==> src/rtl/lfu_pkg.sv <==
// Package for the LFU cache table: sizes, payload structs, state codes.
// Used by every module in rtl/.
package lfu_pkg;
   localparam int ENTRIES    = 16;
   localparam int IDX_BITS   = (ENTRIES > 1) ? $clog2(ENTRIES) : 1;
   localparam int OCC_BITS   = $clog2(ENTRIES + 1);
   localparam int COUNT_BITS = 16;
   localparam int CAP_BITS   = 5;
   localparam logic [CAP_BITS-1:0] CAP_RESET = CAP_BITS'(ENTRIES);
   localparam logic [COUNT_BITS-1:0] COUNT_MAX = '1;

   typedef enum logic {OP_GET = 1'b0, OP_PUT = 1'b1} op_type;

   typedef struct packed {
      logic               op;
      logic signed [31:0] lookup_key;
      logic signed [31:0] write_value;
   } req_type;

   typedef struct packed {
      logic               hit;
      logic signed [31:0] read_value;
   } rsp_type;

   // Classified command handed from the front end to the back end.
   typedef struct packed {
      logic                op;
      logic                found;
      logic [IDX_BITS-1:0] slot;
      logic [31:0]         key;
      logic [31:0]         value;
   } cmd_type;

   typedef enum logic [1:0] {ST_IDLE, ST_SCAN, ST_APPLY} back_state_type;
endpackage

==> src/rtl/lfu_front.sv <==
// Front end: holds the table of keys and valid bits, matches a request's key.
// Depends on lfu_pkg; the back end drives all table writes through key_* and valid_in.
module lfu_front (
   input  logic                             clock,
   input  logic                             reset,
   input  logic                             in_valid,
   input  lfu_pkg::req_type                 in_req,
   output logic                             out_valid,
   output lfu_pkg::cmd_type                 out_cmd,
   input  logic                             key_we,
   input  logic [lfu_pkg::IDX_BITS-1:0]     key_idx,
   input  logic [31:0]                      key_data,
   input  logic [lfu_pkg::ENTRIES-1:0]      valid_in,
   output logic [lfu_pkg::ENTRIES-1:0]      valid_out
);
   logic [31:0]                  key_ff [lfu_pkg::ENTRIES];
   logic [lfu_pkg::ENTRIES-1:0]  valid_ff;
   logic                         found;
   logic [lfu_pkg::IDX_BITS-1:0] slot;

   always_comb begin
      found = 1'b0;
      slot  = '0;
      for (int i = lfu_pkg::ENTRIES - 1; i >= 0; i--) begin
         if (valid_ff[i] && key_ff[i] == in_req.lookup_key) begin
            found = 1'b1;
            slot  = lfu_pkg::IDX_BITS'(i);
         end
      end
   end

   always_ff @(posedge clock) begin
      if (key_we) begin
         key_ff[key_idx] <= key_data;
      end
      out_cmd <= '{op: in_req.op, found: found, slot: slot,
                   key: in_req.lookup_key, value: in_req.write_value};
      if (reset) begin
         valid_ff  <= '0;
         out_valid <= 1'b0;
      end else begin
         valid_ff  <= valid_in;
         out_valid <= in_valid;
      end
   end

   assign valid_out = valid_ff;
endmodule

==> src/rtl/lfu_back.sv <==
// Back end: values, use counts and recency ranks; scans for the victim.
// Depends on lfu_pkg; reads valid bits from and writes keys to lfu_front.
module lfu_back (
   input  logic                         clock,
   input  logic                         reset,
   input  logic                         cmd_valid,
   input  lfu_pkg::cmd_type             cmd,
   input  logic [lfu_pkg::CAP_BITS-1:0] capacity,
   input  logic [lfu_pkg::ENTRIES-1:0]  valid_cur,
   output logic [lfu_pkg::ENTRIES-1:0]  valid_nxt,
   output logic                         key_we,
   output logic [lfu_pkg::IDX_BITS-1:0] key_idx,
   output logic [31:0]                  key_data,
   output logic                         busy,
   output logic                         rsp_strobe,
   output lfu_pkg::rsp_type             rsp
);
   localparam int IB = lfu_pkg::IDX_BITS;
   localparam int CB = lfu_pkg::COUNT_BITS;
   localparam int OB = lfu_pkg::OCC_BITS;

   logic [31:0]   value_ff [lfu_pkg::ENTRIES];
   logic [CB-1:0] count_ff [lfu_pkg::ENTRIES];
   logic [IB-1:0] rank_ff  [lfu_pkg::ENTRIES];
   logic [OB-1:0] occ_ff, occ_in;
   lfu_pkg::back_state_type state_ff, state_in;
   lfu_pkg::cmd_type cmd_ff, cmd_in;
   logic [IB-1:0] scan_ff, scan_in, vic_ff, vic_in;
   logic          vic_ok_ff, vic_ok_in;
   logic [OB-1:0] cap_eff;
   logic          do_evict;
   logic [IB-1:0] free_slot;
   logic          better;

   always_comb begin
      if (capacity == '0) cap_eff = OB'(1);
      else if (32'(capacity) > lfu_pkg::ENTRIES) cap_eff = OB'(lfu_pkg::ENTRIES);
      else cap_eff = OB'(capacity);
   end

   assign do_evict = (occ_ff >= cap_eff) && vic_ok_ff;

   always_comb begin
      logic [lfu_pkg::ENTRIES-1:0] vmask;
      vmask = valid_cur;
      if (do_evict) vmask[vic_ff] = 1'b0;
      free_slot = '0;
      for (int i = lfu_pkg::ENTRIES - 1; i >= 0; i--) begin
         if (!vmask[i]) free_slot = IB'(i);
      end
   end

   always_comb begin
      better = 1'b0;
      if (valid_cur[scan_ff]) begin
         better = !vic_ok_ff || count_ff[scan_ff] < count_ff[vic_ff] ||
                  (count_ff[scan_ff] == count_ff[vic_ff] &&
                   rank_ff[scan_ff] > rank_ff[vic_ff]);
      end
   end

   always_comb begin
      state_in   = state_ff;
      cmd_in     = cmd_ff;
      scan_in    = scan_ff;
      vic_in     = vic_ff;
      vic_ok_in  = vic_ok_ff;
      occ_in     = occ_ff;
      valid_nxt  = valid_cur;
      key_we     = 1'b0;
      key_idx    = free_slot;
      key_data   = cmd_ff.key;
      rsp_strobe = 1'b0;
      rsp        = '{hit: cmd_ff.found, read_value: '0};
      busy       = (state_ff != lfu_pkg::ST_IDLE);
      unique case (state_ff)
         lfu_pkg::ST_IDLE: begin
            if (cmd_valid) begin
               cmd_in    = cmd;
               scan_in   = '0;
               vic_ok_in = 1'b0;
               busy      = 1'b1;
               if (cmd.op == lfu_pkg::OP_PUT && !cmd.found) state_in = lfu_pkg::ST_SCAN;
               else state_in = lfu_pkg::ST_APPLY;
            end
         end
         lfu_pkg::ST_SCAN: begin
            if (better) begin
               vic_in    = scan_ff;
               vic_ok_in = 1'b1;
            end
            scan_in = scan_ff + IB'(1);
            if (32'(scan_ff) == lfu_pkg::ENTRIES - 1) state_in = lfu_pkg::ST_APPLY;
         end
         lfu_pkg::ST_APPLY: begin
            rsp_strobe = 1'b1;
            state_in   = lfu_pkg::ST_IDLE;
            if (cmd_ff.op == lfu_pkg::OP_GET) begin
               rsp.read_value = cmd_ff.found ? value_ff[cmd_ff.slot] : '1;
            end else if (!cmd_ff.found) begin
               if (do_evict) valid_nxt[vic_ff] = 1'b0;
               if (!(&valid_nxt)) begin
                  valid_nxt[free_slot] = 1'b1;
                  key_we = 1'b1;
                  occ_in = occ_ff - OB'(do_evict) + OB'(1);
               end else begin
                  occ_in = occ_ff - OB'(do_evict);
               end
            end
         end
         default: state_in = lfu_pkg::ST_IDLE;
      endcase
   end

   always_ff @(posedge clock) begin
      if (state_ff == lfu_pkg::ST_APPLY) begin
         if (cmd_ff.found) begin
            for (int i = 0; i < lfu_pkg::ENTRIES; i++) begin
               if (valid_cur[i] && IB'(i) != cmd_ff.slot &&
                   rank_ff[i] < rank_ff[cmd_ff.slot]) rank_ff[i] <= rank_ff[i] + IB'(1);
            end
            rank_ff[cmd_ff.slot] <= '0;
            if (count_ff[cmd_ff.slot] != lfu_pkg::COUNT_MAX)
               count_ff[cmd_ff.slot] <= count_ff[cmd_ff.slot] + CB'(1);
            if (cmd_ff.op == lfu_pkg::OP_PUT) value_ff[cmd_ff.slot] <= cmd_ff.value;
         end else if (cmd_ff.op == lfu_pkg::OP_PUT) begin
            // Evicted ranks close the gap, then the new entry pushes all back.
            for (int i = 0; i < lfu_pkg::ENTRIES; i++) begin
               if (valid_nxt[i] && IB'(i) != free_slot)
                  rank_ff[i] <= rank_ff[i]
                     - IB'(do_evict && rank_ff[i] > rank_ff[vic_ff]) + IB'(1);
            end
            if (key_we) begin
               rank_ff[free_slot]  <= '0;
               count_ff[free_slot] <= CB'(1);
               value_ff[free_slot] <= cmd_ff.value;
            end
         end
      end
      cmd_ff    <= cmd_in;
      scan_ff   <= scan_in;
      vic_ff    <= vic_in;
      vic_ok_ff <= vic_ok_in;
      if (reset) begin
         state_ff <= lfu_pkg::ST_IDLE;
         occ_ff   <= '0;
      end else begin
         state_ff <= state_in;
         occ_ff   <= occ_in;
      end
   end
endmodule

==> src/rtl/lfu_cache_table.sv <==
// LFU cache table top level: front end (key match) and back end.
// A get or an update is registered in the front end, then answered in the APPLY state;
// a new-key put first runs the one-entry-per-cycle victim scan over all ENTRIES slots.
// busy holds through the response cycle, so no new request is taken before the answer.
// Synchronous active-high reset clears valid bits, occupancy and control; capacity resets
// to ENTRIES. Results cannot be stalled: each shows on rsp_strobe for one cycle.
module lfu_cache_table (
   input  logic                         clock,
   input  logic                         reset,
   input  logic                         start,
   output logic                         busy,
   input  lfu_pkg::req_type             req_payload,
   output logic                         rsp_strobe,
   output lfu_pkg::rsp_type             rsp_payload,
   input  logic                         csr_we,
   input  logic [lfu_pkg::CAP_BITS-1:0] csr_wdata
);
   logic [lfu_pkg::CAP_BITS-1:0] cap_ff;
   logic                         busy_ff;
   logic                         accept;
   logic                         cmd_valid;
   lfu_pkg::cmd_type             cmd;
   logic [lfu_pkg::ENTRIES-1:0]  valid_cur, valid_nxt;
   logic                         key_we;
   logic [lfu_pkg::IDX_BITS-1:0] key_idx;
   logic [31:0]                  key_data;
   logic                         back_busy;

   // The request is held busy from acceptance until its response leaves.
   assign accept = start && !busy;
   assign busy   = busy_ff || cmd_valid || back_busy;

   always_ff @(posedge clock) begin
      if (reset) begin
         cap_ff  <= lfu_pkg::CAP_RESET;
         busy_ff <= 1'b0;
      end else begin
         if (csr_we) cap_ff <= csr_wdata;
         busy_ff <= accept;
      end
   end

   lfu_front u_front (
      .clock, .reset,
      .in_valid(accept), .in_req(req_payload),
      .out_valid(cmd_valid), .out_cmd(cmd),
      .key_we, .key_idx, .key_data,
      .valid_in(valid_nxt), .valid_out(valid_cur)
   );

   lfu_back u_back (
      .clock, .reset,
      .cmd_valid, .cmd, .capacity(cap_ff),
      .valid_cur, .valid_nxt,
      .key_we, .key_idx, .key_data,
      .busy(back_busy), .rsp_strobe, .rsp(rsp_payload)
   );
endmodule

==> config.mk <==
export PLATFORM = sky130hd
export DESIGN_NAME = lfu_cache_table
export DESIGN_NICKNAME = d
export VERILOG_FILES = /design/src/rtl/lfu_pkg.sv /design/src/rtl/lfu_front.sv /design/src/rtl/lfu_back.sv /design/src/rtl/lfu_cache_table.sv
export SDC_FILE = /design/constraint.sdc
export NUM_CORES = 2
export LEC_CHECK = 0
export BUFFER_PORTS_ARGS = -buffer_cell sky130_fd_sc_hd__buf_2
export CORE_UTILIZATION = 40
export DETAILED_ROUTE_END_ITERATION = 16
export HOLD_SLACK_MARGIN = 0.12
export PLACE_DENSITY_LB_ADDON = 0.08
export RECOVER_POWER = 25
export SETUP_SLACK_MARGIN = 0.02
export SKIP_LAST_GASP = 1
export SLEW_MARGIN = 5
export SYNTH_ARGS = -nofsm -noshare
export SYNTH_HDL_FRONTEND = slang
export SYNTH_SLANG_ARGS = --single-unit
==> constraint.sdc <==
create_clock -name clock -period 4.7 [get_ports clock]
set_input_delay 0.47 -clock clock [delete_from_list [all_inputs] [get_ports clock]]
set_output_delay 0.47 -clock clock [all_outputs]
set_load 0.01 [all_outputs]
==> results.sh <==
export IMPL_antenna_found_initial=3
export IMPL_seq_area_frac_synth=0.630
export IMPL_seq_power_share=0.492
export IMPL_cts_tree="done"
export IMPL_fp_dieH_um=421
export IMPL_die_w_um=421
export IMPL_numPortBuffers=108
export IMPL_finalCriticalPeriod_ns=4.60
export IMPL_pwr_share_comb=0.082
export IMPL_first_pass_iters=7
export IMPL_routed_wl_um=219000
export IMPL_crit_required_ns=5.45
export IMPL_avgSynthCellArea_um2=16.5
export IMPL_dp_hpwl_um=139000
export IMPL_peakVddDrop_uv=449
export IMPL_yosysWarnings=0
export IMPL_ant_nets=0
export IMPL_finalMaxSlewViolations=335
export IMPL_setup_ws_ns=0.103
export IMPL_fin_util=0.470
export IMPL_cts_max_path_buffers=3
export IMPL_synth_edf_count=1359
export IMPL_numCtsBuffers=168
export IMPL_power_switching_mw=7.29
export IMPL_min_period_over_period=0.978
export IMPL_grt_use_total=0.247
export IMPL_cts_sinks=1534
export IMPL_clk_pin_slew_ns=0.06
export IMPL_worstMarginPinSlew_ns=2.16
export IMPL_power_share_clock=0.426
export IMPL_post_drt_wl_per_cell_um=30.7
export IMPL_ios=109
export IMPL_grt_ovfl_total=0
export IMPL_h_tree_depth=4
export IMPL_startpoint_type="input port"
export IMPL_rsz0062_at_grt="false"
export IMPL_p_leak_nw=26.7
export IMPL_clock_latency_ns=0.82
export IMPL_setup_violations=0
export IMPL_synth_nets=4550
export IMPL_via_per_inst=5.71
export IMPL_fillers=15000
export IMPL_first_global_vias=41300
export IMPL_core_area_um2=174000
export IMPL_vias=40700
export IMPL_grt_pass1_wl_um=313000
export IMPL_worstHoldPathType="input port to register"
export IMPL_cp_arrival_ns=5.35
export IMPL_p_sw_frac=0.234
export IMPL_gp_congestion=0.908
export IMPL_synthFlopType="edfxtp_1"
export IMPL_syn_inst=4270
export IMPL_post_place_ws_ns=0.255
export IMPL_yosys_area_top_type="edfxtp_1"
export IMPL_p_int_mw=23.9
export IMPL_grt_max_degree=69
export IMPL_layout_nets=4938
export IMPL_max_cap_violations=22
export IMPL_hold_viol_final=0
export IMPL_area_growth_synth_to_final_pct=16.3
export IMPL_synth_most_common_cell="edfxtp_1"
export IMPL_drt_initial_drc_count=3609
export IMPL_drc=0
export IMPL_synth_area_um2=70400
export IMPL_synth_distinct_cells=85
export IMPL_fmax_mhz=218
export IMPL_synth_top_cells_by_area="edfxtp_1 58%, mux4_2 14%, xnor2_1 5.6%"
export IMPL_drive_gt1_frac=0.234
export IMPL_cp_end_kind="register"
export IMPL_ys_seq_elements=1534
export IMPL_relSlewSlack=-0.441
export IMPL_die_area_um2=178000
export IMPL_fin_skew_ns=0.0287
export IMPL_std_cell_rows=153
export IMPL_tns_ns=0
export IMPL_yosys_area_top_type_share=0.580
export IMPL_powerDensity_nw_per_um2=381
export IMPL_crit_fanout=16
export IMPL_path_class="input port to register"
export IMPL_synthTopCellsByCount="1,359 x edfxtp_1, 453 x xnor2_1, 450 x mux4_2"
export IMPL_status="finished with violations"
export IMPL_cts_root_buffer="clkbuf_16"
export IMPL_initial_core_util=0.404
export IMPL_violations="capacitance limit, slew limit"
export IMPL_async_reset_ff_frac=0
registers in the layout (all words and copies together) (netlist names), named ones only:
register           count
cap_ff                 5
u_back.cmd_ff         37
u_back.count_ff      256
u_back.key_data       32
u_back.occ_ff          5
u_back.rank_ff        64
u_back.rsp             1
u_back.scan_ff         4
u_back.state_ff        2
u_back.value_ff      512
u_back.vic_ff          4
u_back.vic_ok_ff       1
u_front.key_ff       512
u_front.out_cmd       70
u_front.out_valid      1
u_front.valid_out     16
critical path: stages:
cell	delay [ns]
dlygate4sd3_1	0.52
buf_2	0.22
clkbuf_1	1.47
xnor2_1	0.21
nand4_1	0.17
nor4_1	0.72
nand4_1	0.40
o21ai_0	0.24
a21boi_0	0.12
o21ai_0	0.16
a21oi_1	0.09
o21ai_0	0.35
buf_4	0.18
power by group through the flow:
| stage | Combinational (mW) | Sequential, mW | Clock (mW) |
|---|---|---|---|
| 6_report | 2.56 | 15.3 | 13.3 |
| 5_1_grt | 2.74 | 15.3 | 14.0 |
| 4_1_cts | 2.61 | 15.3 | 13.5 |
| 3_5_place_dp | 2.55 | 15.6 | 0 |
| 3_3_place_gp | 2.56 | 15.6 | 0 |
| 2_1_floorplan | 1.68 | 15.4 | 0 |
path summary, 6_finish.rpt:
check / start / end / slack (ns) / depth (start not counted)
worst min-delay path: req_payload[64] / u_front.out_cmd[69] / 0.29 / 2
worst max register to register: register / u_back.rank_ff[4][1] / 0.33 / 13
worst min register to register: u_front.out_cmd[61] / u_back.key_data[29] / 0.39 / 0
worst max-delay path: req_payload[36] / u_front.out_cmd[64] / 0.10 / 13
cell type report:
| cell class | count | area [um^2] | area share |
|---|---|---|---|
| Antenna cell | 3 | 7.51 | 0.0000917 |
| Clock buffer | 233 | 4670 | 0.0571 |
| Clock inverter | 81 | 838 | 0.0102 |
| Inverter | 126 | 477 | 0.00583 |
| Multi-Input combinational cell | 2384 | 24900 | 0.304 |
| Sequential cell | 1534 | 44300 | 0.542 |
| Tap cell | 2325 | 2910 | 0.0355 |
| Timing Repair Buffer | 444 | 3700 | 0.0452 |
layer usage:
metal	vias up	GRT usage	wire [um]
met4	0	0.0852	7640
met5	-	0	0
li1	17700	-	-
met3	329	0.0288	9630
met1	21500	0.334	93700
met2	1238	0.413	108000
through the flow:
step	instance area [um^2]	power (mW)	hold slack, ns	instances
after CTS	81900	31.5	0.129	7127
after floorplan	70400	17.1	0.386	4270
after global placement	75800	18.2	0.386	6751
after detailed placement	75800	18.2	0.389	6751
final	81800	31.2	0.293	7130
after global routing	81800	32.1	0.258	7127
logic make-up after synthesis:
logic type | Yosys count | share of synthesized area
xor+xnor | 581 | 0.0723
fa+ha+maj | 206 | 0.0366
compound gates | 454 | 0.0417
flops | 1534 | 0.630
mux | 488 | 0.150
simple gates | 655 | 0.0486
buf+inv | 352 | 0.0213
layout by cell type, fill, tap and decap left out, drive strengths merged, types with 48 or more instances in the layout:
master,n
xor2,128
nor2,137
clkinv,60
dlygate4sd3,63
ha,206
xnor2,453
clkbuf,279
edfxtp,1359
mux4,450
inv,131
a21oi,147
nand4,122
nand2,134
nand3,48
dfxtp,175
buf,335
o21ai,88
nor4,48
timing repair:
action                                 CTS  global route
setup buffers                            0             0
endpoints found under the hold margin   60             0
gates cloned                             0             0
gates resized for setup                  4             5
hold buffers                            63             0
setup endpoints to repair               22            16
Power figures use the tool's default switching activity.
